`config.mk`:
```
export PLATFORM = sky130hd
export DESIGN_NAME = cdconv_queue
export DESIGN_NICKNAME = d
export VERILOG_FILES = /design/src/cdconv_pkg.sv /design/src/cdconv_queue.sv
export SDC_FILE = /design/constraint.sdc
export NUM_CORES = 1
export LEC_CHECK = 0
export BUFFER_PORTS_ARGS = -buffer_cell sky130_fd_sc_hd__buf_4
export CORE_UTILIZATION = 40
export CTS_CLUSTER_DIAMETER = 50
export CTS_CLUSTER_SIZE = 14
export DETAILED_ROUTE_END_ITERATION = 10
export PLACE_DENSITY_LB_ADDON = 0.3
export SYNTH_ARGS = -nofsm -noshare
export SYNTH_HDL_FRONTEND = slang
export SYNTH_SLANG_ARGS = --single-unit
```
`constraint.sdc`:
```
create_clock -name clock -period 4.1 [get_ports clock]
set_input_delay 0.205 -clock clock [delete_from_list [all_inputs] [get_ports clock]]
set_output_delay 0.205 -clock clock [all_outputs]
set_load 0.01 [all_outputs]
```
`src/cdconv_pkg.sv`:
```
// Shared types, constants, a conversion helper and a leading-zero count for the depthwise convolution block.
package cdconv_pkg;

   localparam int MAX_CHANNELS = 256;
   localparam int MAX_TAPS     = 8;
   localparam int HIST_ROWS    = MAX_TAPS - 1;
   localparam int HIST_DEPTH   = MAX_CHANNELS * HIST_ROWS;
   localparam int HIST_AW      = $clog2(HIST_DEPTH);
   localparam int WGT_DEPTH    = MAX_CHANNELS * MAX_TAPS;
   localparam int WGT_AW       = $clog2(WGT_DEPTH);
   localparam int QUEUE_DEPTH  = 4;
   localparam int QUEUE_AW     = $clog2(QUEUE_DEPTH);

   localparam logic KIND_SAMPLE = 1'b0;
   localparam logic KIND_WEIGHT = 1'b1;

   localparam logic [3:0] CSR_CHANNELS = 4'd0;
   localparam logic [3:0] CSR_TAPS     = 4'd1;

   localparam logic FOP_MUL = 1'b0;
   localparam logic FOP_ADD = 1'b1;

   localparam logic [31:0] DEFAULT_NAN = 32'hffc0_0000;
   localparam logic [31:0] QUIET_BIT   = 32'h0040_0000;
   localparam logic [31:0] EXP_MASK    = 32'h7f80_0000;

   typedef struct packed {
      logic        kind;
      logic [31:0] sample_bits;
      logic        sequence_start;
      logic [7:0]  wgt_chan;
      logic [2:0]  weight_tap;
      logic [15:0] weight_half;
   } req_type;

   typedef struct packed {
      logic [31:0] result_bits;
      logic [7:0]  result_channel;
      logic        row_end;
   } rsp_type;

   typedef struct packed {
      logic        kind;
      logic [31:0] data;
      logic [7:0]  channel;
      logic [2:0]  tap;
      logic [2:0]  rows;
      logic [3:0]  taps;
      logic        row_end;
   } item_type;

   typedef struct packed {
      logic        start;
      logic        op;
      logic [31:0] a;
      logic [31:0] b;
   } fpu_req_type;

   function automatic logic [31:0] half_to_single(input logic [15:0] h);
      logic [31:0] r;
      logic [4:0]  e;
      logic [9:0]  m;
      logic [3:0]  n;
      logic [10:0] mm;
      e = h[14:10];
      m = h[9:0];
      n = 4'd0;
      for (int i = 0; i < 10; i++) begin
         if (m[i]) begin
            n = 4'(10 - i);
         end
      end
      mm = {1'b0, m} << n;
      if (e == 5'd0) begin
         if (m == 10'd0) begin
            r = {h[15], 31'd0};
         end else begin
            r = {h[15], 8'(8'd113 - {4'd0, n}), mm[9:0], 13'd0};
         end
      end else if (e == 5'd31) begin
         r = {h[15], 8'hff, m, 13'd0};
      end else begin
         r = {h[15], 8'({3'd0, e} + 8'd112), m, 13'd0};
      end
      return r;
   endfunction

   function automatic logic [5:0] lzc50(input logic [49:0] m);
      logic [5:0] n;
      n = 6'd50;
      for (int i = 0; i < 50; i++) begin
         if (m[i]) begin
            n = 6'(49 - i);
         end
      end
      return n;
   endfunction

endpackage

```
`src/cdconv_queue.sv`:
```
// Short item queue between the front end and the back end.
module cdconv_queue (
   input  logic                 clock,
   input  logic                 reset,
   input  logic                 q_push,
   input  cdconv_pkg::item_type q_item,
   output logic                 q_full,
   input  logic                 q_pop,
   output logic                 q_valid,
   output cdconv_pkg::item_type q_head
);
   import cdconv_pkg::*;

   item_type                entry_ff [QUEUE_DEPTH];
   logic [QUEUE_AW-1:0]     wr_ptr_ff, wr_ptr_in;
   logic [QUEUE_AW-1:0]     rd_ptr_ff, rd_ptr_in;
   logic [QUEUE_AW:0]       count_ff, count_in;

   assign q_full  = count_ff == (QUEUE_AW+1)'(QUEUE_DEPTH);
   assign q_valid = count_ff != '0;
   assign q_head  = entry_ff[rd_ptr_ff];

   always_comb begin
      wr_ptr_in = q_push ? wr_ptr_ff + 1'b1 : wr_ptr_ff;
      rd_ptr_in = q_pop ? rd_ptr_ff + 1'b1 : rd_ptr_ff;
      count_in  = count_ff;
      if (q_push && !q_pop) begin
         count_in = count_ff + 1'b1;
      end else if (!q_push && q_pop) begin
         count_in = count_ff - 1'b1;
      end
   end

   always_ff @(posedge clock) begin
      if (q_push) begin
         entry_ff[wr_ptr_ff] <= q_item;
      end
   end

   always_ff @(posedge clock) begin
      if (reset) begin
         wr_ptr_ff <= '0;
         rd_ptr_ff <= '0;
         count_ff  <= '0;
      end else begin
         wr_ptr_ff <= wr_ptr_in;
         rd_ptr_ff <= rd_ptr_in;
         count_ff  <= count_in;
      end
   end

endmodule

```
==> results.json <==
{
  "avgViaCountPerCell": 4.85,
  "core_region_area_mm2": 0.0195,
  "grt_start_max_net_pins": 37,
  "ant_nets": 0,
  "fin_total_pwr_uw": 5100,
  "r2r-end": "entry_ff[2][39]",
  "track_usage": 0.146,
  "rsz_0062_raised_after_global_routing": "false",
  "grt_pass1_wl_mm": 22.3,
  "min-delay-start": "q_push",
  "initial_antenna_violation_count": 1,
  "cts-buffers-inserted": 22,
  "max-vdd-ir-drop_mv": 0.222,
  "cellPowerDensity_mw_per_mm2": 494,
  "syn2layout_area_growth_pct": 29.2,
  "nets": 561,
  "static-leakage-power_uw": 0.00355,
  "min_period_over_period": 0.635,
  "drcViolationCount": 0,
  "post_synth_inst_count": 316,
  "synth.net_count": 378,
  "die_height_um": 143,
  "reg2regPathDepth": 4,
  "via_count_of_the_first_global_routing_pass": 4107,
  "gr-total-overflow": 0,
  "gp_congestion": 0.704,
  "synth.distinct_cells": 21,
  "first_pass_iters": 4,
  "critical_path_class": "reg -> out",
  "status": "finished, final reports clean",
  "hold_ws_ns": 0.0453,
  "worst_slew_pin_slew_ns": 1.01,
  "num-fill-cells": 1570,
  "clock_tree.buffer_depth": 3,
  "ys_seq_elements": 217,
  "yosysWarnings": 0,
  "relSlewSlack": 0.329,
  "num_rows": 51,
  "ys.flop_type": "sky130_fd_sc_hd__edfxtp_1",
  "tritoncts": "built",
  "critical_path.reg2reg.startpoint": "wr_ptr_ff[0]",
  "die_width_um": 143,
  "numPortBuffers": 109,
  "hold-path-endpoint": "wr_ptr_ff[0]",
  "cp_max_fo": 31,
  "layout-drive-gt1-share": 0.398,
  "timing.hold.worst.class": "in -> reg",
  "post-cts-setup-buffers": 0,
  "whs_path_depth": 3,
  "worstSetupStartpointType": "flip-flop",
  "ys_seq_area_frac": 0.804,
  "final_critical_path_setup_slack_ns": 1.49,
  "htree_levels": 1,
  "timing.fmax_mhz": 384,
  "clock-skew-final_ns": 0.0111,
  "dp_worst_setup_slack_ns": 1.89,
  "io_pins": 110,
  "postSynthAreaPerCell_um2": 25.3,
  "crit_required_ns": 3.89,
  "vias": 3772,
  "clock-root-buffer": "sky130_fd_sc_hd__clkbuf_16",
  "synth_area_mm2": 0.00800,
  "synth_edf_count": 208,
  "timing.final.max_slew_violations": 0,
  "finalCoreUtilization": 0.529,
  "multiInputGateArea_mm2": 0.00142,
  "hold_buffers": 55,
  "timing.final.crit_period_ns": 2.61,
  "initial_utilization": 0.409,
  "report.final.hold_viol_count": 0,
  "asyncSetResetFlopFracSynth": 0,
  "wirelength_mm": 14.5,
  "setup-tns-final_ns": 0,
  "crit_path_end_kind": "primary output",
  "cts_repair_resized_insts": 0,
  "cp_data_arrival_time_ns": 2.40,
  "cap_viol_max_count": 0,
  "worst_setup_hold_path_clk_slew_ns": 0.06,
  "wl_per_cell_um": 18.6,
  "detailed_place_hpwl_mm": 8.53,
  "final-seq-area_mm2": 0.00643,
  "setup_violations": 0,
  "tritoncts_sinks": 217,
  "violation_count_after_the_first_detailed_routing_iteration": 135,
  "clk_lat_worst_skew_ns": 0.49,
  "floorplan.die_area_mm2": 0.0206,
  "reg2reg_setup_slack_ns": 1.94
}
-- layout by cell type, fill, tap and decap left out, drive strengths merged --
| master | netlist | final |
|---|---|---|
| edfxtp | 208 | 208 |
| buf | 11 | 117 |
| dlygate4sd3 | 0 | 55 |
| mux4 | 52 | 52 |
| clkbuf | 2 | 29 |
| dfxtp | 9 | 9 |
| inv | 4 | 8 |
| nor2 | 7 | 7 |
| ha | 5 | 5 |
| and2 | 4 | 4 |
| xor2 | 3 | 3 |
| or3 | 2 | 2 |
| xnor2 | 2 | 2 |
| mux2i | 2 | 2 |
| clkinv | 0 | 2 |
| bufinv | 0 | 2 |
| diode | 0 | 1 |
| nor3b | 1 | 1 |
| nand2 | 1 | 1 |
| o21ai | 1 | 1 |
| a21oi | 1 | 1 |
| fa | 1 | 1 |
-- Yosys cell counts (2+ instances only) --
master                       n  area, µm²
sky130_fd_sc_hd__mux4_2     50       1130
sky130_fd_sc_hd__edfxtp_1  208       6250
sky130_fd_sc_hd__mux4_1      2       52.6
sky130_fd_sc_hd__buf_12      5        100
sky130_fd_sc_hd__inv_1       4       15.0
sky130_fd_sc_hd__mux2i_1     2       20.0
sky130_fd_sc_hd__and2_1      4       25.0
sky130_fd_sc_hd__xnor2_1     2       17.5
sky130_fd_sc_hd__buf_2       5       25.0
sky130_fd_sc_hd__clkbuf_1    2       7.51
sky130_fd_sc_hd__nor2_1      7       26.3
sky130_fd_sc_hd__dfxtp_1     9        180
sky130_fd_sc_hd__xor2_1      3       26.3
sky130_fd_sc_hd__or3_1       2       12.5
sky130_fd_sc_hd__ha_1        5       62.6
-- per-stage QoR --
step / instance area, µm² / instances
6_report: 10300 / 778
2_1_floorplan: 8000 / 316
3_5_place_dp: 9070 / 685
3_3_place_gp: 9070 / 685
4_1_cts: 10300 / 777
5_1_grt: 10300 / 777
-- flip-flops by register name, indices dropped and copies added (netlist names), named ones only --
signal	count
wr_ptr_ff	2
count_ff	3
rd_ptr_ff	2
entry_ff	208
-- report_power, final --
group,internal (µW),total [µW],leakage [µW],switching (µW)
Clock,1160,1950,0.000346,790
Combinational,306,544,0.00122,239
Sequential,2550,2600,0.00199,56.5
-- worst max path at each step --
stage | start | end | slack, ns
after floorplan | wr_ptr_ff[0] | entry_ff[2][0] | 1.91
after global placement | wr_ptr_ff[0] | entry_ff[2][19] | 1.91
after detailed placement | wr_ptr_ff[0] | entry_ff[2][19] | 1.89
after CTS | flip-flop | q_head[47] | 1.38
after global routing | flip-flop | q_head[29] | 1.33
final | flip-flop | q_head[29] | 1.49
-- layout make-up --
class                   instances  area share
clock inverters                 8      0.0104
inverters                       4     0.00145
multi-input cells              82       0.137
clock buffers                  29      0.0579
diodes                          1    0.000242
repair buffers                172       0.138
well taps                     265      0.0321
flip-flops and latches        217       0.623
-- metal layers --
layer,GRT usage,vias up,share of wire
met3,0.0363,17,0.054
met5,0,-,0
met1,0.187,1966,0.43
met2,0.247,89,0.50
met4,0.0398,0,0.015
li1,-,1700,-
-- worst max-delay path, cell delays in order, from the launching register on --
cell                      delay, ns
sky130_fd_sc_hd__dfxtp_2       0.87
sky130_fd_sc_hd__buf_4         0.46
sky130_fd_sc_hd__mux4_2        0.39
sky130_fd_sc_hd__buf_4         0.16
-- cells by family (layout without fill, tap and decap cells) --
logic type / count (synthesis) / after routing / synth area share
flip-flops: 217 / 217 / 0.804
multiplexers: 54 / 54 / 0.150
buffers and inverters: 17 / 213 / 0.0199
AND/OR/NAND/NOR: 15 / 15 / 0.00939
adder cells (fa/ha/maj): 6 / 6 / 0.0103
XOR/XNOR: 5 / 5 / 0.00548
AO/OA/AOI/OAI: 2 / 2 / 0.00125
other: 0 / 1 / 0
No activity file was read; power rests on OpenSTA's default activity.
