`config.mk`:
```
export PLATFORM = sky130hd
export DESIGN_NAME = cdconv_fpu
export DESIGN_NICKNAME = d
export VERILOG_FILES = /design/src/cdconv_pkg.sv /design/src/cdconv_fpu.sv
export SDC_FILE = /design/constraint.sdc
export NUM_CORES = 2
export LEC_CHECK = 0
export ABC_CLOCK_PERIOD_IN_PS = 19600
export BUFFER_PORTS_ARGS = -buffer_cell sky130_fd_sc_hd__buf_2
export CAP_MARGIN = 25
export CELL_PAD_IN_SITES_DETAIL_PLACEMENT = 1
export CELL_PAD_IN_SITES_GLOBAL_PLACEMENT = 1
export CORE_MARGIN = 2
export CORE_UTILIZATION = 30
export CTS_CLUSTER_SIZE = 16
export DETAILED_ROUTE_END_ITERATION = 16
export PLACE_DENSITY_LB_ADDON = 0.3
export SLEW_MARGIN = 0
export SYNTH_ARGS = -nofsm -noshare
export SYNTH_HDL_FRONTEND = slang
export SYNTH_SLANG_ARGS = --single-unit
```
`constraint.sdc`:
```
create_clock -name clock -period 19.6 [get_ports clock]
set_clock_uncertainty 0.2 [all_clocks]
set_input_delay 0.98 -clock clock [delete_from_list [all_inputs] [get_ports clock]]
set_output_delay 0.98 -clock clock [all_outputs]
set_load 0.1 [all_outputs]
```
`src/cdconv_pkg.sv`:
```
// Shared types, constants, a conversion helper and a leading-zero count for the depthwise convolution block.
package cdconv_pkg;

   localparam int MAX_CHANNELS = 256;
   localparam int MAX_TAPS     = 8;
   localparam int HIST_ROWS    = MAX_TAPS - 1;
   localparam int HIST_DEPTH   = MAX_CHANNELS * HIST_ROWS;
   localparam int HIST_AW      = $clog2(HIST_DEPTH);
   localparam int WGT_DEPTH    = MAX_CHANNELS * MAX_TAPS;
   localparam int WGT_AW       = $clog2(WGT_DEPTH);
   localparam int QUEUE_DEPTH  = 4;
   localparam int QUEUE_AW     = $clog2(QUEUE_DEPTH);

   localparam logic KIND_SAMPLE = 1'b0;
   localparam logic KIND_WEIGHT = 1'b1;

   localparam logic [3:0] CSR_CHANNELS = 4'd0;
   localparam logic [3:0] CSR_TAPS     = 4'd1;

   localparam logic FOP_MUL = 1'b0;
   localparam logic FOP_ADD = 1'b1;

   localparam logic [31:0] DEFAULT_NAN = 32'hffc0_0000;
   localparam logic [31:0] QUIET_BIT   = 32'h0040_0000;
   localparam logic [31:0] EXP_MASK    = 32'h7f80_0000;

   typedef struct packed {
      logic        kind;
      logic [31:0] sample_bits;
      logic        sequence_start;
      logic [7:0]  wgt_chan;
      logic [2:0]  weight_tap;
      logic [15:0] weight_half;
   } req_type;

   typedef struct packed {
      logic [31:0] result_bits;
      logic [7:0]  result_channel;
      logic        row_end;
   } rsp_type;

   typedef struct packed {
      logic        kind;
      logic [31:0] data;
      logic [7:0]  channel;
      logic [2:0]  tap;
      logic [2:0]  rows;
      logic [3:0]  taps;
      logic        row_end;
   } item_type;

   typedef struct packed {
      logic        start;
      logic        op;
      logic [31:0] a;
      logic [31:0] b;
   } fpu_req_type;

   function automatic logic [31:0] half_to_single(input logic [15:0] h);
      logic [31:0] r;
      logic [4:0]  e;
      logic [9:0]  m;
      logic [3:0]  n;
      logic [10:0] mm;
      e = h[14:10];
      m = h[9:0];
      n = 4'd0;
      for (int i = 0; i < 10; i++) begin
         if (m[i]) begin
            n = 4'(10 - i);
         end
      end
      mm = {1'b0, m} << n;
      if (e == 5'd0) begin
         if (m == 10'd0) begin
            r = {h[15], 31'd0};
         end else begin
            r = {h[15], 8'(8'd113 - {4'd0, n}), mm[9:0], 13'd0};
         end
      end else if (e == 5'd31) begin
         r = {h[15], 8'hff, m, 13'd0};
      end else begin
         r = {h[15], 8'({3'd0, e} + 8'd112), m, 13'd0};
      end
      return r;
   endfunction

   function automatic logic [5:0] lzc50(input logic [49:0] m);
      logic [5:0] n;
      n = 6'd50;
      for (int i = 0; i < 50; i++) begin
         if (m[i]) begin
            n = 6'(49 - i);
         end
      end
      return n;
   endfunction

endpackage

```
`src/cdconv_fpu.sv`:
```
// Four-stage binary32 multiply and add unit with round to nearest even.
module cdconv_fpu (
   input  logic                    clock,
   input  logic                    reset,
   input  cdconv_pkg::fpu_req_type fpu_req,
   output logic                    fpu_done,
   output logic [31:0]             fpu_result
);
   import cdconv_pkg::*;

   logic        sa, sb;
   logic [7:0]  ea, eb, eau, ebu;
   logic [22:0] fa, fb;
   logic [23:0] ma, mb;
   logic        nan_a, nan_b, inf_a, inf_b, zero_a, zero_b;
   logic        spec;
   logic [31:0] spec_bits;
   logic        a_big;
   logic [23:0] big_m, small_m;
   logic [7:0]  big_e, small_e, exp_gap;
   logic [26:0] small_ext, aligned_raw, aligned;
   logic        align_lost;

   logic               s1_valid_ff, s1_op_ff, s1_spec_ff, s1_sign_ff, s1_sub_ff, s1_zsign_ff;
   logic [31:0]        s1_spec_bits_ff;
   logic signed [10:0] s1_exp_ff, s1_exp_in;
   logic [47:0]        s1_prod_ff;
   logic [26:0]        s1_big_ff, s1_small_ff;

   logic [27:0]        sum28;
   logic [49:0]        s2_mant_in;
   logic signed [10:0] s2_exp_in;
   logic               s2_sign_in;
   logic               s2_valid_ff, s2_spec_ff, s2_sign_ff;
   logic [31:0]        s2_spec_bits_ff;
   logic signed [10:0] s2_exp_ff;
   logic [49:0]        s2_mant_ff;

   logic [5:0]         lz;
   logic [49:0]        mant_norm, mant_rnd;
   logic signed [10:0] exp_norm, shift_amt;
   logic [7:0]         exp_field;
   logic               lost;
   logic               s3_valid_ff, s3_spec_ff, s3_sign_ff, s3_zero_ff, s3_ovf_ff, s3_lost_ff;
   logic [31:0]        s3_spec_bits_ff;
   logic [7:0]         s3_exp_ff;
   logic [49:0]        s3_mant_ff;

   logic               round_up;
   logic [30:0]        packed_bits;
   logic [31:0]        result_in;
   logic               done_ff;
   logic [31:0]        result_ff;

   always_comb begin
      sa = fpu_req.a[31];
      sb = fpu_req.b[31];
      ea = fpu_req.a[30:23];
      eb = fpu_req.b[30:23];
      fa = fpu_req.a[22:0];
      fb = fpu_req.b[22:0];
      nan_a  = (ea == 8'hff) && (fa != 23'd0);
      nan_b  = (eb == 8'hff) && (fb != 23'd0);
      inf_a  = (ea == 8'hff) && (fa == 23'd0);
      inf_b  = (eb == 8'hff) && (fb == 23'd0);
      zero_a = (ea == 8'd0) && (fa == 23'd0);
      zero_b = (eb == 8'd0) && (fb == 23'd0);
      ma  = {ea != 8'd0, fa};
      mb  = {eb != 8'd0, fb};
      eau = (ea == 8'd0) ? 8'd1 : ea;
      ebu = (eb == 8'd0) ? 8'd1 : eb;

      spec      = 1'b0;
      spec_bits = DEFAULT_NAN;
      if (nan_a) begin
         spec      = 1'b1;
         spec_bits = fpu_req.a | QUIET_BIT;
      end else if (nan_b) begin
         spec      = 1'b1;
         spec_bits = fpu_req.b | QUIET_BIT;
      end else if (fpu_req.op == FOP_MUL) begin
         if ((inf_a && zero_b) || (zero_a && inf_b)) begin
            spec      = 1'b1;
            spec_bits = DEFAULT_NAN;
         end else if (inf_a || inf_b) begin
            spec      = 1'b1;
            spec_bits = {sa ^ sb, 31'd0} | EXP_MASK;
         end
      end else begin
         if (inf_a && inf_b && (sa != sb)) begin
            spec      = 1'b1;
            spec_bits = DEFAULT_NAN;
         end else if (inf_a) begin
            spec      = 1'b1;
            spec_bits = fpu_req.a;
         end else if (inf_b) begin
            spec      = 1'b1;
            spec_bits = fpu_req.b;
         end
      end

      a_big   = {eau, ma} >= {ebu, mb};
      big_m   = a_big ? ma : mb;
      small_m = a_big ? mb : ma;
      big_e   = a_big ? eau : ebu;
      small_e = a_big ? ebu : eau;
      exp_gap = big_e - small_e;
      small_ext   = {small_m, 3'd0};
      aligned_raw = small_ext >> exp_gap[4:0];
      align_lost  = (aligned_raw << exp_gap[4:0]) != small_ext;
      if (exp_gap >= 8'd27) begin
         aligned = {26'd0, small_m != 24'd0};
      end else begin
         aligned = {aligned_raw[26:1], aligned_raw[0] | align_lost};
      end

      if (fpu_req.op == FOP_MUL) begin
         s1_exp_in = $signed({3'd0, eau}) + $signed({3'd0, ebu}) - 11'sd126;
      end else begin
         s1_exp_in = $signed({3'd0, big_e});
      end
   end

   always_ff @(posedge clock) begin
      s1_op_ff        <= fpu_req.op;
      s1_spec_ff      <= spec;
      s1_spec_bits_ff <= spec_bits;
      s1_sign_ff      <= (fpu_req.op == FOP_MUL) ? (sa ^ sb) : (a_big ? sa : sb);
      s1_sub_ff       <= sa ^ sb;
      s1_zsign_ff     <= sa & sb;
      s1_exp_ff       <= s1_exp_in;
      s1_prod_ff      <= ma * mb;
      s1_big_ff       <= {big_m, 3'd0};
      s1_small_ff     <= aligned;
   end

   always_comb begin
      sum28 = s1_sub_ff ? ({1'b0, s1_big_ff} - {1'b0, s1_small_ff}) :
                          ({1'b0, s1_big_ff} + {1'b0, s1_small_ff});
      if (s1_op_ff == FOP_MUL) begin
         s2_mant_in = {s1_prod_ff, 2'd0};
         s2_exp_in  = s1_exp_ff;
         s2_sign_in = s1_sign_ff;
      end else begin
         s2_mant_in = {sum28, 22'd0};
         s2_exp_in  = s1_exp_ff + 11'sd1;
         s2_sign_in = (sum28 == 28'd0) ? s1_zsign_ff : s1_sign_ff;
      end
   end

   always_ff @(posedge clock) begin
      s2_spec_ff      <= s1_spec_ff;
      s2_spec_bits_ff <= s1_spec_bits_ff;
      s2_sign_ff      <= s2_sign_in;
      s2_exp_ff       <= s2_exp_in;
      s2_mant_ff      <= s2_mant_in;
   end

   always_comb begin
      lz        = lzc50(s2_mant_ff);
      mant_norm = s2_mant_ff << lz;
      exp_norm  = s2_exp_ff - $signed({5'd0, lz});
      shift_amt = 11'sd1 - exp_norm;
      mant_rnd  = mant_norm;
      lost      = 1'b0;
      exp_field = exp_norm[7:0];
      if (exp_norm <= 11'sd0) begin
         exp_field = 8'd0;
         if (shift_amt >= 11'sd50) begin
            mant_rnd = 50'd0;
            lost     = mant_norm != 50'd0;
         end else begin
            mant_rnd = mant_norm >> shift_amt[5:0];
            lost     = (mant_rnd << shift_amt[5:0]) != mant_norm;
         end
      end
   end

   always_ff @(posedge clock) begin
      s3_spec_ff      <= s2_spec_ff;
      s3_spec_bits_ff <= s2_spec_bits_ff;
      s3_sign_ff      <= s2_sign_ff;
      s3_zero_ff      <= s2_mant_ff == 50'd0;
      s3_ovf_ff       <= exp_norm >= 11'sd255;
      s3_lost_ff      <= lost;
      s3_exp_ff       <= exp_field;
      s3_mant_ff      <= mant_rnd;
   end

   always_comb begin
      round_up    = s3_mant_ff[25] && ((|s3_mant_ff[24:0]) || s3_lost_ff || s3_mant_ff[26]);
      packed_bits = {s3_exp_ff, s3_mant_ff[48:26]} + 31'(round_up);
      if (s3_spec_ff) begin
         result_in = s3_spec_bits_ff;
      end else if (s3_zero_ff) begin
         result_in = {s3_sign_ff, 31'd0};
      end else if (s3_ovf_ff) begin
         result_in = {s3_sign_ff, 31'd0} | EXP_MASK;
      end else begin
         result_in = {s3_sign_ff, packed_bits};
      end
   end

   always_ff @(posedge clock) begin
      result_ff <= result_in;
   end

   always_ff @(posedge clock) begin
      if (reset) begin
         s1_valid_ff <= 1'b0;
         s2_valid_ff <= 1'b0;
         s3_valid_ff <= 1'b0;
         done_ff     <= 1'b0;
      end else begin
         s1_valid_ff <= fpu_req.start;
         s2_valid_ff <= s1_valid_ff;
         s3_valid_ff <= s2_valid_ff;
         done_ff     <= s3_valid_ff;
      end
   end

   assign fpu_done   = done_ff;
   assign fpu_result = result_ff;

endmodule

```
==> out/results.tsv <==
metric	value	unit
crit path launch type	flop	
FF-to-FF End	s3_lost_ff$_SDFF_PP0_	
Post-Synth Adder-Cell Area	0.2692	
first-pass GRT wire length	379200	µm
r2r setup slk	9840	ps
RSZ-0062 raised after global routing	false	
# rows	150	
Post-DRT Antenna Nets	0	
area of the die	170900	µm²
clock sinks	369	
vias per std cell	6.093	
syn avg cell area	8.033	µm²
post-cts repair resize count	0	
slowest cell delay on critical path	1090	ps
TritonCTS clock tree	yes	
crit path cell chain	nor2_1 -> o21ai_0 -> nor3b_1 -> a211o_1 -> nor2_4 -> inv_4 -> fa_4 -> ha_4 -> inv_2 -> buf_4 -> nand2_1 -> o22ai_1 -> nor4_1 -> o21ai_0 -> o31ai_1 -> a211oi_4 -> mux2i_2 -> o22a_1 -> o31ai_1 -> o221ai_1 -> nor4b_1 -> nand4_1 -> nor4_1 -> a31oi_1	
slowest CP cell	fa_4	
# port buffers	100	
final wirelength	263200	µm
detailed placement HPWL	200500	µm
# DRC	0	
nets	7027	
via count	51240	
Critical Path AT	10020	ps
Core ar.	166800	µm²
share of the synthesized area in the top cell type	0.1931	
Crit Path Category	reg2reg	
Num CTS Buffers	41	
GRT Total Usage	0.3023	
Die Wd	413.4	µm
Initial Utilization	0.3014	
Layout fillers	19970	
drt wl/cell	31.29	µm
share of cells above drive strength 1	0.1029	
DRT Pass-1 Iters	6	
Hold Violations, Final	0	
CP Data Required Time	19860	ps
Skew-Pair Late Insertion Delay	640	ps
Max Slew Vio Count	0	
hold-critical path endpoint	s3_spec_bits_ff[31]$_DFF_P_	
area occupied by multi-input gates	38800	µm²
post-synthesis sequential area ratio	0.1469	
H-tree depth	2	
die height	413.4	µm
maxcap violations	0	
initial antenna violation count	20	
most frequent cells in the layout	nand2_1, inv_1, nor2_1	
hold path depth	0	
Max Freq	102.5	MHz
Post-Synth Simple-Gate Area	0.1987	
largest family of logic cells by synthesized area	adder cells	
Mapped Cells	6259	
initial detailed-routing violation count	5764	
relative slew slack	0.1225	
setup violators final	0	
gpl congestion	1.095	
cell area after synthesis	50280	µm²
Worst-path clk slew	60	ps
FF-to-FF path depth	24	
Post-synth top flop	dfxtp_1	
Ys Warns	0	
critical path fanouts, max	52	
Final Cycle Share	0.4980	
vias in the first global route	52280	
Hold Crit Start	s2_spec_bits_ff[31]$_DFF_P_	
most common cell after layout, fill and taps aside	nand2_1	
final setup TNS	0	ps
Hold WC Path Type	reg2reg	
status	finished clean	
largest cells by area after synthesis	fa_1, dfxtp_1, ha_1	
Worst setup EP type	flop	
Layout area overhead	8.784	%
storage element area	7388	µm²
clk root buf	clkbuf_16	
post-synthesis compound-gate area fraction	0.2231	
multiplexer share of the synthesized area	0.05527	
largest net degree at the start of global routing	85	
total gr overflow	0	
Worst Max-Slew Pin Slew	1316	ps
Post-CTS Setup Bufs	0	
Post-CTS Hold Buffers	0	
clock buffer depth	3	
Boundary Pins	101	
post-synthesis cell type count	134	
Synth area leader	fa_1	
post-layout minimum cycle time	9760	ps
Post-Synth XOR/XNOR Area	0.02108	
worst reg2reg startpoint	s2_mant_ff[44]$_DFF_P_	
number of flops mapped to enable cells by yosys	0	
Yosys reg bits	369	
FFs w/ async S/R, synth	0	
-- state kept, by name, summed over array words and instances, names as in the netlist, 8 cells and up --
signal,cells
fpu_result,32
s3_mant_ff,49
s3_spec_bits_ff,32
s3_exp_ff,8
s1_spec_bits_ff,32
s2_mant_ff,48
s1_big_ff,24
s2_exp_ff,11
s1_exp_ff,10
s1_prod_ff,48
s1_small_ff,27
s2_spec_bits_ff,32
-- through the flow --
stage               std cells  instance area, µm²  worst slack (ps)    util  hold slack (ps)
floorplan                6266               50310             10100       -            109.6
global placement         8314               53130              9614  0.3185            110.2
detailed placement       8324               53190              9588  0.3188            113.2
CTS                      8399               54630             10150  0.3274            118.0
global route             8404               54680              9593  0.3277            129.9
finish                   8410               54700              9840  0.3278            117.5
-- worst max path at each step --
| stage | start | endpoint | slack (ps) |
|---|---|---|---|
| 6_report | s2_mant_ff[44]$_DFF_P_ | s3_lost_ff$_SDFF_PP0_ | 9840 |
| 3_3_place_gp | fpu_req[50] | s1_prod_ff[46]$_DFF_P_ | 9610 |
| 5_1_grt | s2_mant_ff[44]$_DFF_P_ | s3_lost_ff$_SDFF_PP0_ | 9590 |
| 3_5_place_dp | fpu_req[50] | s1_prod_ff[46]$_DFF_P_ | 9590 |
| 2_1_floorplan | s2_mant_ff[34]$_DFF_P_ | s3_lost_ff$_SDFF_PP0_ | 10100 |
| 4_1_cts | s2_mant_ff[44]$_DFF_P_ | s3_lost_ff$_SDFF_PP0_ | 10150 |
-- cell type report --
class,count,area share
flip-flops and latches,369,0.1351
diodes,6,0.0002745
clock buffers,59,0.02185
multi-input cells,4820,0.7094
well taps,2204,0.05042
clock inverters,16,0.004346
inverters,665,0.04575
repair buffers,271,0.03292
-- synthesized netlist by cell type (all sizes together), types with 21 or more instances --
| library cell | instances |
|---|---|
| nand2 | 784 |
| inv | 663 |
| nor2 | 509 |
| fa | 485 |
| dfxtp | 369 |
| o21ai | 335 |
| a21oi | 319 |
| ha | 306 |
| clkbuf | 302 |
| and2 | 177 |
| nor3 | 170 |
| nand3 | 141 |
| mux2i | 127 |
| buf | 110 |
| a211oi | 107 |
| nor4 | 88 |
| o211ai | 78 |
| o22ai | 76 |
| xnor2 | 75 |
| a22oi | 64 |
| a31oi | 61 |
| nor2b | 49 |
| nand4 | 48 |
| a21o | 47 |
| o31ai | 47 |
| xor2 | 46 |
| mux4 | 45 |
| o221ai | 44 |
| a221oi | 40 |
| mux2 | 39 |
| a22o | 38 |
| and3 | 33 |
| or3 | 31 |
| a32oi | 29 |
| nand2b | 28 |
| a2111oi | 26 |
| o21a | 25 |
| o21bai | 23 |
| o211a | 21 |
| o32ai | 21 |
-- worst max-delay path, delay by kind of cell (launching register included) --
family	cells	cell delay, ps
compound gates	10	2460
flops	1	450
simple gates	8	3380
mux	1	420
buf+inv	3	860
fa+ha+maj	2	1740
-- logic make-up (layout without fill, tap and decap cells) --
| kind of cell | after synthesis | in the layout |
|---|---|---|
| mux | 211 | 211 |
| simple gates | 2119 | 2119 |
| flops | 369 | 369 |
| compound gates | 1570 | 1570 |
| fa+ha+maj | 791 | 791 |
| other cells | 1 | 14 |
| xor+xnor | 121 | 121 |
| buf+inv | 1077 | 1011 |
-- metal layers --
metal	up-vias	routed length [µm]	GRT usage
li1	21630	-	-
met1	25900	103000	0.3761
met2	2835	118700	0.4876
met3	858	22430	0.05719
met4	14	18910	0.1752
met5	-	112	0
Power is left out: the tool's default activity adds up to more than one toggle a clock period on the data nets, which glitch-free logic cannot reach.
