==> config.mk <==
export PLATFORM = sky130hd
export DESIGN_NAME = cdconv_front
export DESIGN_NICKNAME = d
export VERILOG_FILES = /design/src/cdconv_pkg.sv /design/src/cdconv_front.sv
export SDC_FILE = /design/constraint.sdc
export NUM_CORES = 1
export LEC_CHECK = 0
export BUFFER_PORTS_ARGS = -buffer_cell sky130_fd_sc_hd__buf_2
export CAP_MARGIN = 5
export CELL_PAD_IN_SITES_DETAIL_PLACEMENT = 1
export CELL_PAD_IN_SITES_GLOBAL_PLACEMENT = 1
export CORE_MARGIN = 2
export CORE_UTILIZATION = 27
export CTS_BUF_LIST = sky130_fd_sc_hd__clkbuf_16
export CTS_CLUSTER_SIZE = 25
export DETAILED_ROUTE_END_ITERATION = 10
export PLACE_DENSITY_LB_ADDON = 0.2
export SYNTH_ARGS = -nofsm -noshare
export SYNTH_HDL_FRONTEND = slang
export SYNTH_SLANG_ARGS = --single-unit
export TNS_END_PERCENT = 5
==> constraint.sdc <==
create_clock -name clock -period 5.3 [get_ports clock]
set_clock_uncertainty 0.1 [all_clocks]
set_input_delay 1.06 -clock clock [delete_from_list [all_inputs] [get_ports clock]]
set_output_delay 1.06 -clock clock [all_outputs]
set_load 0.005 [all_outputs]
==> src/cdconv_pkg.sv <==
// Shared types, constants, a conversion helper and a leading-zero count for the depthwise convolution block.
package cdconv_pkg;

   localparam int MAX_CHANNELS = 256;
   localparam int MAX_TAPS     = 8;
   localparam int HIST_ROWS    = MAX_TAPS - 1;
   localparam int HIST_DEPTH   = MAX_CHANNELS * HIST_ROWS;
   localparam int HIST_AW      = $clog2(HIST_DEPTH);
   localparam int WGT_DEPTH    = MAX_CHANNELS * MAX_TAPS;
   localparam int WGT_AW       = $clog2(WGT_DEPTH);
   localparam int QUEUE_DEPTH  = 4;
   localparam int QUEUE_AW     = $clog2(QUEUE_DEPTH);

   localparam logic KIND_SAMPLE = 1'b0;
   localparam logic KIND_WEIGHT = 1'b1;

   localparam logic [3:0] CSR_CHANNELS = 4'd0;
   localparam logic [3:0] CSR_TAPS     = 4'd1;

   localparam logic FOP_MUL = 1'b0;
   localparam logic FOP_ADD = 1'b1;

   localparam logic [31:0] DEFAULT_NAN = 32'hffc0_0000;
   localparam logic [31:0] QUIET_BIT   = 32'h0040_0000;
   localparam logic [31:0] EXP_MASK    = 32'h7f80_0000;

   typedef struct packed {
      logic        kind;
      logic [31:0] sample_bits;
      logic        sequence_start;
      logic [7:0]  wgt_chan;
      logic [2:0]  weight_tap;
      logic [15:0] weight_half;
   } req_type;

   typedef struct packed {
      logic [31:0] result_bits;
      logic [7:0]  result_channel;
      logic        row_end;
   } rsp_type;

   typedef struct packed {
      logic        kind;
      logic [31:0] data;
      logic [7:0]  channel;
      logic [2:0]  tap;
      logic [2:0]  rows;
      logic [3:0]  taps;
      logic        row_end;
   } item_type;

   typedef struct packed {
      logic        start;
      logic        op;
      logic [31:0] a;
      logic [31:0] b;
   } fpu_req_type;

   function automatic logic [31:0] half_to_single(input logic [15:0] h);
      logic [31:0] r;
      logic [4:0]  e;
      logic [9:0]  m;
      logic [3:0]  n;
      logic [10:0] mm;
      e = h[14:10];
      m = h[9:0];
      n = 4'd0;
      for (int i = 0; i < 10; i++) begin
         if (m[i]) begin
            n = 4'(10 - i);
         end
      end
      mm = {1'b0, m} << n;
      if (e == 5'd0) begin
         if (m == 10'd0) begin
            r = {h[15], 31'd0};
         end else begin
            r = {h[15], 8'(8'd113 - {4'd0, n}), mm[9:0], 13'd0};
         end
      end else if (e == 5'd31) begin
         r = {h[15], 8'hff, m, 13'd0};
      end else begin
         r = {h[15], 8'({3'd0, e} + 8'd112), m, 13'd0};
      end
      return r;
   endfunction

   function automatic logic [5:0] lzc50(input logic [49:0] m);
      logic [5:0] n;
      n = 6'd50;
      for (int i = 0; i < 50; i++) begin
         if (m[i]) begin
            n = 6'(49 - i);
         end
      end
      return n;
   endfunction

endpackage

==> src/cdconv_front.sv <==
// Front end: configuration registers, row and channel tracking, item classification.
module cdconv_front (
   input  logic                clock,
   input  logic                reset,
   input  logic                req_valid,
   output logic                req_ready,
   input  cdconv_pkg::req_type req_payload,
   input  logic                csr_valid,
   output logic                csr_ready,
   input  logic [3:0]          csr_index,
   input  logic [8:0]          csr_data,
   output logic                q_push,
   output cdconv_pkg::item_type q_item,
   input  logic                q_full
);
   import cdconv_pkg::*;

   logic [8:0] channels_ff, channels_in;
   logic [3:0] taps_ff, taps_in;
   logic [7:0] pos_ff, pos_in;
   logic [2:0] rows_ff, rows_in;
   logic [8:0] nch;
   logic [3:0] ktaps;
   logic [7:0] pos_cur;
   logic [2:0] rows_cur;
   logic       row_end;
   logic       accept;

   assign req_ready = !q_full;
   assign csr_ready = 1'b1;
   assign accept    = req_valid && req_ready;
   assign q_push    = accept;

   always_comb begin
      if (channels_ff == 9'd0) begin
         nch = 9'd1;
      end else if (channels_ff > 9'(MAX_CHANNELS)) begin
         nch = 9'(MAX_CHANNELS);
      end else begin
         nch = channels_ff;
      end
      ktaps    = (taps_ff > 4'(MAX_TAPS)) ? 4'(MAX_TAPS) : taps_ff;
      pos_cur  = req_payload.sequence_start ? 8'd0 : pos_ff;
      rows_cur = req_payload.sequence_start ? 3'd0 : rows_ff;
      row_end  = ({1'b0, pos_cur} + 9'd1) >= nch;

      q_item.kind    = req_payload.kind;
      q_item.data    = (req_payload.kind == KIND_WEIGHT) ?
                       {16'd0, req_payload.weight_half} : req_payload.sample_bits;
      q_item.channel = (req_payload.kind == KIND_WEIGHT) ?
                       req_payload.wgt_chan : pos_cur;
      q_item.tap     = req_payload.weight_tap;
      q_item.rows    = rows_cur;
      q_item.taps    = ktaps;
      q_item.row_end = row_end;

      pos_in  = pos_ff;
      rows_in = rows_ff;
      if (accept && req_payload.kind == KIND_SAMPLE) begin
         if (row_end) begin
            pos_in  = 8'd0;
            rows_in = (rows_cur != 3'(MAX_TAPS - 1)) ? rows_cur + 3'd1 : rows_cur;
         end else begin
            pos_in  = pos_cur + 8'd1;
            rows_in = rows_cur;
         end
      end

      channels_in = channels_ff;
      taps_in     = taps_ff;
      if (csr_valid && csr_ready) begin
         case (csr_index)
            CSR_CHANNELS: channels_in = csr_data;
            CSR_TAPS:     taps_in     = csr_data[3:0];
            default:      ;
         endcase
      end
   end

   always_ff @(posedge clock) begin
      if (reset) begin
         channels_ff <= 9'd1;
         taps_ff     <= 4'd4;
         pos_ff      <= 8'd0;
         rows_ff     <= 3'd0;
      end else begin
         channels_ff <= channels_in;
         taps_ff     <= taps_in;
         pos_ff      <= pos_in;
         rows_ff     <= rows_in;
      end
   end

endmodule

==> results_dict.tcl, run 1 <==
set metrics [dict create \
    end_kind "output port" \
    rr_endpoint "rows_ff[1]" \
    dp_slack_ps 727 \
    syn_area_per_cell_um2 7.65 \
    status "finished clean" \
    drtIter0Drc 81 \
    grt_overflow 0 \
    drive_gt1_frac 0.440 \
    grt_use_met2 0.302 \
    syn_inst 240 \
    finalSetupViolations 0 \
    cts_hold_buf 0 \
    max_freq_mhz 219 \
    synth_edf_count 0 \
    hold_path.class "reg2reg" \
    area_delta_synth_final_pct 41.1 \
    coreArea_um2 6680 \
    synth-xor-area-share 0.0238 \
    clk_pin_slew_ps 60 \
    critPathKind "in2out" \
    worstPathRequired_ps 4140 \
    gr-usage-met1 0.208 \
    grt_pass1_vias 2090 \
    clock_path_buffers 2 \
    crit_chain "buf_2 > inv_1 > nand2_1 > inv_1 > ha_1 > nand3_1 > nor3_2 > and4_1 > ha_1 > a21oi_1 > o21ai_0 > a211oi_2 > inv_1 > buf_2" \
    postRouteAntennaNets 0 \
    crit_start "req_payload[27]" \
    tritoncts "built" \
    utilization 0.388 \
    slew_headroom 0.424 \
    dr.pass1.iters 4 \
    design_area_um2 2590 \
    postSynth.asyncResetShare 0 \
    dp_hpwl_um 5480 \
    synth.most_common_cell "nand2_1" \
    rr_worst_depth 12 \
    hold_viol 0 \
    routedWlPerCell_um 15.1 \
    start_kind "input pin" \
    routabilityCongestion 0.841 \
    fillers 882 \
    vias 2056 \
    fp.dieW_um 86.5 \
    n_antenna_cell 0 \
    grt_max_degree 51 \
    io_buffers 126 \
    cts_root_buffer "clkbuf_16" \
    use_met3 0.0371 \
    p_leak_nw 1.23 \
    worstHoldStart "taps_ff[1]" \
    grt_pass1_wl_um 10200 \
    row_count 30 \
    ir_worst_vdd_mv 0.107 \
    synthSimpleGateAreaFrac 0.304 \
    synthMuxAreaShare 0.153 \
    numCtsBuffers 3 \
    cap_viol_max_count 0 \
    whs_ps 355 \
    min_to "taps_ff[1]" \
    cpPeakStageDelay_ps 280 \
    worst_slew_pin_slew_ps 864 \
    via_per_inst 4.76 \
    cts_sinks 24 \
    synth_area_leaders "dfxtp_1, mux2_2, nor2b_1" \
    syn-num-nets 330 \
    synth_common_cells "nand2_1, nor2b_1, dfxtp_1" \
    synth_top_family_by_area "simple AND/OR/NAND/NOR gates" \
    synth-compound-area-share 0.111 \
    synth_top_area_frac 0.262 \
    clk_latency_ps 260 \
    finalMaxSlewViolations 0 \
    setup_tns_ps 0 \
    die_area_um2 7480 \
    ys_types 39 \
    synth_top_flop_cell "dfxtp_1" \
    ctsResizeCount 0 \
    arrival_ps 3410 \
    yosysSeqAreaShare 0.262 \
    dpl_cell_area_um2 2490 \
    gr-max-usage-layer "met2" \
    antenna_found_initial 0 \
    grt_use_total 0.169 \
    ys_ff_latch 24 \
    rsz0062_at_grt "false" \
    fin_crit_sh 0.862 \
    p_per_area_nw_per_um2 193 \
    die_y_um 86.5 \
    worst_path_most_repeated_cell "inv_1" \
    min_path_cells 2 \
    netlist.top_cell.by_area "dfxtp_1" \
    cpMaxStageDelayCell "nor3_2" \
    r2r-start "pos_ff[1]" \
    h-tree-depth 1 \
    postCtsSetupBuffers 0 \
    route.detailed.drc 0 \
    synth_warnings 0 \
    syn_area_um2 1840 \
    fin_nets 443 \
    synth-adder-area-share 0.0749 \
    setup_ws_ps 732 \
    cp_max_fo 12 \
    finalCriticalPeriod_ps 4570 \
    io_pins 134 \
    drt_wl_total_um 6520 \
    rrSetupSlack_ps 2320 \
    floorplan.initialDensity 0.275 \
]
## layout make-up
class / instances / area [um2] / share of cell area
repair buffers: 128 / 646 / 0.249
clock buffers: 3 / 75.1 / 0.0290
clock inverters: 1 / 30.0 / 0.0116
multi-input cells: 189 / 1230 / 0.476
flip-flops and latches: 24 / 480 / 0.185
inverters: 7 / 26.3 / 0.0101
well taps: 80 / 100 / 0.0386
## registers in the layout, indices dropped and copies added, names as in the netlist
register,count
pos_ff,8
channels_ff,9
taps_ff,4
rows_ff,3
## per-layer routing
layer  wire length [um]  up-vias  share of wire
met1               2840      931           0.44
met4                 53        0         0.0081
met3                542        5          0.083
li1                   -     1037              -
met2               3090       83           0.47
met5                  0        -              0
## how the worst max path moves through the flow
stage / cells after the start / slack [ps] / to
finish: 14 / 730 / q_item[0]
global route: 14 / 430 / q_item[0]
CTS: 14 / 720 / q_item[0]
detailed placement: 14 / 730 / q_item[0]
global placement: 14 / 800 / q_item[0]
floorplan: 15 / 820 / q_item[0]
## cell usage in the layout (no fill, tap or decap), types with 4 or more instances in the layout
master / count
nor2b_1: 25
buf_2: 126
ha_1: 11
dfxtp_1: 24
mux2i_1: 9
o21ai_0: 9
mux2_2: 17
nand3_1: 12
nand2b_1: 4
nor2_1: 17
a21oi_1: 18
nand2_1: 35
inv_1: 6
## power breakdown
group	total (mW)	switching, mW	internal, mW
clock	0.217	0.0663	0.150
sequential	0.184	0.00149	0.182
combinational	0.100	0.0462	0.0543
total	0.501	0.114	0.387
## through the flow
step	total power [mW]	instances
final	0.501	432
after global routing	0.527	432
after CTS	0.507	432
after detailed placement	0.290	428
after global placement	0.288	428
after floorplan	0.237	240
## cells by family (layout without fill, tap and decap cells)
group / after synthesis / count (layout)
buffers and inverters: 27 / 139
other: 1 / 1
and+or+nand+nor: 110 / 110
AOI/OAI and AO/OA: 36 / 36
xor gates and xnor gates: 5 / 5
adders and majority gates: 11 / 11
DFF: 24 / 24
muxes: 26 / 26
## critical path: cells and delay by family
kind,cells,cell delay (ps)
AO/OA/AOI/OAI,3,450
buffers and inverters,5,660
AND/OR/NAND/NOR,4,770
adder cells (fa/ha/maj),2,450
(Power assumes the default switching activity.)
==> run 2: changes to the inputs <==
==> constraint.sdc (replaced) <==
create_clock -name clock -period 5.3 [get_ports clock]
set_clock_uncertainty 0.1 [all_clocks]
set_input_delay 0.53 -clock clock [delete_from_list [all_inputs] [get_ports clock]]
set_output_delay 0.53 -clock clock [all_outputs]
set_load 0.005 [all_outputs]
==> results_dict.tcl, run 2 (synthesis gave the netlist of run 1 again) <==
set metrics [dict create \
    n_antenna_cell 0 \
    grt_pass1_wl_um 9720 \
    antenna_found_initial 0 \
    drive_gt1_frac 0.440 \
    end_kind "output port" \
    grt_overflow 0 \
    fin_cells 432 \
    fp.dieW_um 86.5 \
    clk_pin_slew_ps 70 \
    cap_viol_max_count 0 \
    grt_pass1_vias 1989 \
    fin_crit_sh 0.704 \
    postCtsSetupBuffers 0 \
    worst_slew_pin_slew_ps 863 \
    floorplan.initialDensity 0.275 \
    row_count 30 \
    p_per_area_nw_per_um2 195 \
    max_freq_mhz 268 \
    postRouteAntennaNets 0 \
    critPathCapture "q_item[0]" \
    fin_nets 443 \
    ir_worst_vdd_mv 0.0998 \
    ctsResizeCount 0 \
    area_delta_synth_final_pct 41.1 \
    finalCriticalPeriod_ps 3730 \
    arrival_ps 3100 \
    hold_viol 0 \
    largest_reg_flops 9 \
    clk_latency_ps 260 \
    h-tree-depth 1 \
    rrSetupSlack_ps 2300 \
    drt_wl_total_um 6130 \
    drtIter0Drc 46 \
    grt_max_degree 51 \
    p_leak_nw 1.23 \
    cts_hold_buf 0 \
    cp_max_fo 13 \
    rr_worst_depth 12 \
    numCtsBuffers 3 \
    die_y_um 86.5 \
    dp_hpwl_um 5100 \
    hold_path.class "reg2reg" \
    clock_path_buffers 2 \
    via_per_inst 4.78 \
    power_mw 0.505 \
    worstPathRequired_ps 4670 \
    dp.cells 428 \
    finalMaxSlewViolations 0 \
    crit_start "req_payload[27]" \
    routedWlPerCell_um 14.2 \
    final_cell_mix "buf_2, nand2_1, nor2b_1" \
    top_register "channels_ff" \
    die_area_um2 7480 \
    route.detailed.drc 0 \
    critPathKind "in2out" \
    routabilityCongestion 0.754 \
    grt_use_total 0.161 \
    largestRegisters "channels_ff x9, pos_ff x8, taps_ff x4" \
    cts_sinks 24 \
    status "finished clean" \
    start_kind "input pin" \
    finalSetupViolations 0 \
    cts_root_buffer "clkbuf_16" \
    dr.pass1.iters 4 \
    rr_endpoint "rows_ff[1]" \
    tritoncts "built" \
    coreArea_um2 6680 \
    layout_commonest_cell "buf_2" \
    rsz0062_at_grt "false" \
    slew_headroom 0.424 \
    io_buffers 126 \
    vias 2067 \
    io_pins 134 \
    r2r-start "pos_ff[1]" \
    setup_tns_ps 0 \
]
-- run 2: cell counts in the layout (fill, tap and decap cells not counted) --
Identical to the previous run, type by type.
-- run 2: power breakdown --
group	switching, mW	internal [mW]	leakage (nW)
Sequential	0.00134	0.182	0.194
Combinational	0.0458	0.0543	0.982
Clock	0.0705	0.150	0.0511
Total	0.118	0.387	1.23
-- run 2: through the flow --
step	utilization	cell area (um2)	worst slack [ps]	hold WS, ps
after floorplan	-	1840	1880	330
after global placement	0.372	2490	1710	346
after detailed placement	0.372	2490	1550	350
after CTS	0.388	2590	1540	359
after global routing	0.388	2590	1320	390
final	0.388	2590	1570	355
-- run 2: routing by layer --
metal	share of wire	wire, um	track usage	vias up
met5	0	0	0	-
met4	0.0098	60	0.0440	0
met3	0.079	486	0.0276	5
met2	0.47	2880	0.281	83
met1	0.44	2700	0.205	946
li1	-	-	-	1033
-- run 2: worst min path at each step --
stage               start         end  slack [ps]  depth (start not counted)
4_1_cts        taps_ff[1]  taps_ff[1]         360                          2
6_report       taps_ff[1]  taps_ff[1]         360                          2
3_5_place_dp   taps_ff[1]  taps_ff[1]         350                          2
3_3_place_gp   taps_ff[1]  taps_ff[1]         350                          2
5_1_grt        taps_ff[0]  taps_ff[0]         390                          2
2_1_floorplan  taps_ff[2]  taps_ff[2]         330                          2
-- run 2: final cells by class --
class	count	area (um2)
Clock buffer	3	75.1
Clock inverter	1	30.0
Fill cell	870	4090
Inverter	7	26.3
Multi-Input combinational cell	189	1230
Sequential cell	24	480
Tap cell	80	100
Timing Repair Buffer	128	646
-- run 2: worst max-delay path, stage by stage --
cell and delay (ps):
buf_2 170, inv_1 220, nand2_1 140, inv_1 100, ha_1 190, nand3_1 130, nor3_2 280, and4_1 240
ha_1 250, a21oi_1 150, o21ai_0 130, a211oi_2 160, buf_4 220, inv_1 60, buf_2 130
==> run 3: changes to the inputs <==
--- a/config.mk
+++ b/config.mk
@@ -10,7 +10,7 @@
 export CELL_PAD_IN_SITES_DETAIL_PLACEMENT = 1
 export CELL_PAD_IN_SITES_GLOBAL_PLACEMENT = 1
 export CORE_MARGIN = 2
-export CORE_UTILIZATION = 27
+export CORE_UTILIZATION = 24
 export CTS_BUF_LIST = sky130_fd_sc_hd__clkbuf_16
 export CTS_CLUSTER_SIZE = 25
 export DETAILED_ROUTE_END_ITERATION = 10
==> constraint.sdc (replaced) <==
create_clock -name clock -period 3 [get_ports clock]
set_clock_uncertainty 0.1 [all_clocks]
set_input_delay 0.3 -clock clock [delete_from_list [all_inputs] [get_ports clock]]
set_output_delay 0.3 -clock clock [all_outputs]
set_load 0.005 [all_outputs]
==> results_dict.tcl, run 3 (synthesis gave the netlist of run 1 again) <==
set metrics [dict create \
    finalCriticalPeriod_ps 2890 \
    dp.cells 455 \
    fin_crit_sh 0.963 \
    route.detailed.drc 0 \
    cts_hold_buf 0 \
    dp_hpwl_um 5240 \
    top_register "channels_ff" \
    fillers 953 \
    antenna_found_initial 0 \
    drtIter0Drc 54 \
    vias 2100 \
    die_area_um2 8370 \
    setup_ws_ps 112 \
    cap_viol_max_count 0 \
    finalMaxSlewViolations 0 \
    worstPathRequired_ps 2600 \
    routabilityCongestion 0.827 \
    numCtsBuffers 3 \
    finalSetupViolations 0 \
    dr.pass1.iters 4 \
    clk_latency_ps 260 \
    io_pins 134 \
    grt_overflow 0 \
    final_cell_mix "buf_2, nand2_1, nor2b_1" \
    rsz0062_at_grt "true" \
    dpl_cell_area_um2 2580 \
    max_freq_mhz 346 \
    cp_max_fo 4 \
    cts_sinks 24 \
    io_buffers 126 \
    fin_nets 456 \
    area_delta_synth_final_pct 53.7 \
    ir_worst_vdd_mv 0.155 \
    coreArea_um2 7330 \
    layout_commonest_cell "buf_2" \
    routedWlPerCell_um 14.1 \
    via_per_inst 4.53 \
    drive_gt1_frac 0.507 \
    die_y_um 91.5 \
    worst_slew_pin_slew_ps 663 \
    largest_reg_flops 9 \
    h-tree-depth 1 \
    fin_cells 464 \
    n_antenna_cell 0 \
    postRouteAntennaNets 0 \
    seqCellArea_um2 487 \
    whs_ps 167 \
    design_area_um2 2820 \
    dp_slack_ps 31.4 \
    cts_root_buffer "clkbuf_16" \
    hold_path.class "in2reg" \
    grt_max_degree 39 \
    p_leak_nw 1.33 \
    row_count 31 \
    fp.dieW_um 91.5 \
    start_kind "flop" \
    clock_path_buffers 2 \
    critPathKind "reg2out" \
    grt_pass1_vias 2012 \
    hold_viol 0 \
    grt_pass1_wl_um 10000 \
    status "finished clean" \
    slew_headroom 0.557 \
    largestRegisters "channels_ff x9, pos_ff x8, taps_ff x4" \
    clk_pin_slew_ps 60 \
    arrival_ps 2490 \
    floorplan.initialDensity 0.251 \
    end_kind "output port" \
    tritoncts "built" \
    p_per_area_nw_per_um2 321 \
    multi_input_area_um2 1310 \
    grt_use_total 0.147 \
    drt_wl_total_um 6550 \
    power_mw 0.906 \
]
run 3: changes by cell type in the layout (fill, tap and decap cells not counted), sizes merged:
cell	previous run	this run
buf	128	140
clkbuf	3	4
run 3: what timing repair did:
item	in CTS	in global routing
setup buffers	1	4
pin swaps	3	10
gates resized for setup	7	18
setup endpoints to repair	1	11
run 3: cell type report:
class	count	share of cell area
sequential	24	0.172
timing repair buffer	141	0.272
inverter	7	0.0102
clock inverter	1	0.0106
clock buffer	3	0.0266
tap	99	0.0439
multi-input combinational	189	0.465
run 3: critical path: stages (launching register included):
cell	delay [ps]
dfxtp_2	360
nand2_2	60
inv_2	80
ha_4	150
nand3_4	90
nor3_4	260
and4_4	270
ha_4	210
nand4_1	90
nor2_1	60
a211oi_2	270
clkbuf_16	180
inv_4	30
buf_6	100
run 3: path summary, 6_finish.rpt:
kind / from / slack, ps / end / cells after the start
worst max register to register: pos_ff[0] / 160 / rows_ff[1] / 14
worst min register to register: taps_ff[1] / 360 / taps_ff[1] / 2
worst min-delay path: csr_data[0] / 170 / channels_ff[0] / 2
worst max-delay path: pos_ff[0] / 110 / q_item[0] / 13
run 3: stage by stage:
| step | util | TNS (ps) |
|---|---|---|
| floorplan | - | 0 |
| global placement | 0.352 | 0 |
| detailed placement | 0.352 | 0 |
| CTS | 0.371 | 0 |
| global route | 0.385 | -146 |
| finish | 0.385 | 0 |
run 3: metal layers:
layer | global-route usage | part of all wire
met5 | 0 | 0
met4 | 0.0429 | 0.010
met3 | 0.0282 | 0.063
met2 | 0.235 | 0.47
met1 | 0.200 | 0.45
run 3: where the power goes:
| group | internal, mW | switching (mW) | leakage, nW |
|---|---|---|---|
| clock network | 0.266 | 0.122 | 0.0511 |
| registers | 0.322 | 0.00238 | 0.196 |
| logic | 0.107 | 0.0865 | 1.08 |
| total | 0.695 | 0.211 | 1.33 |
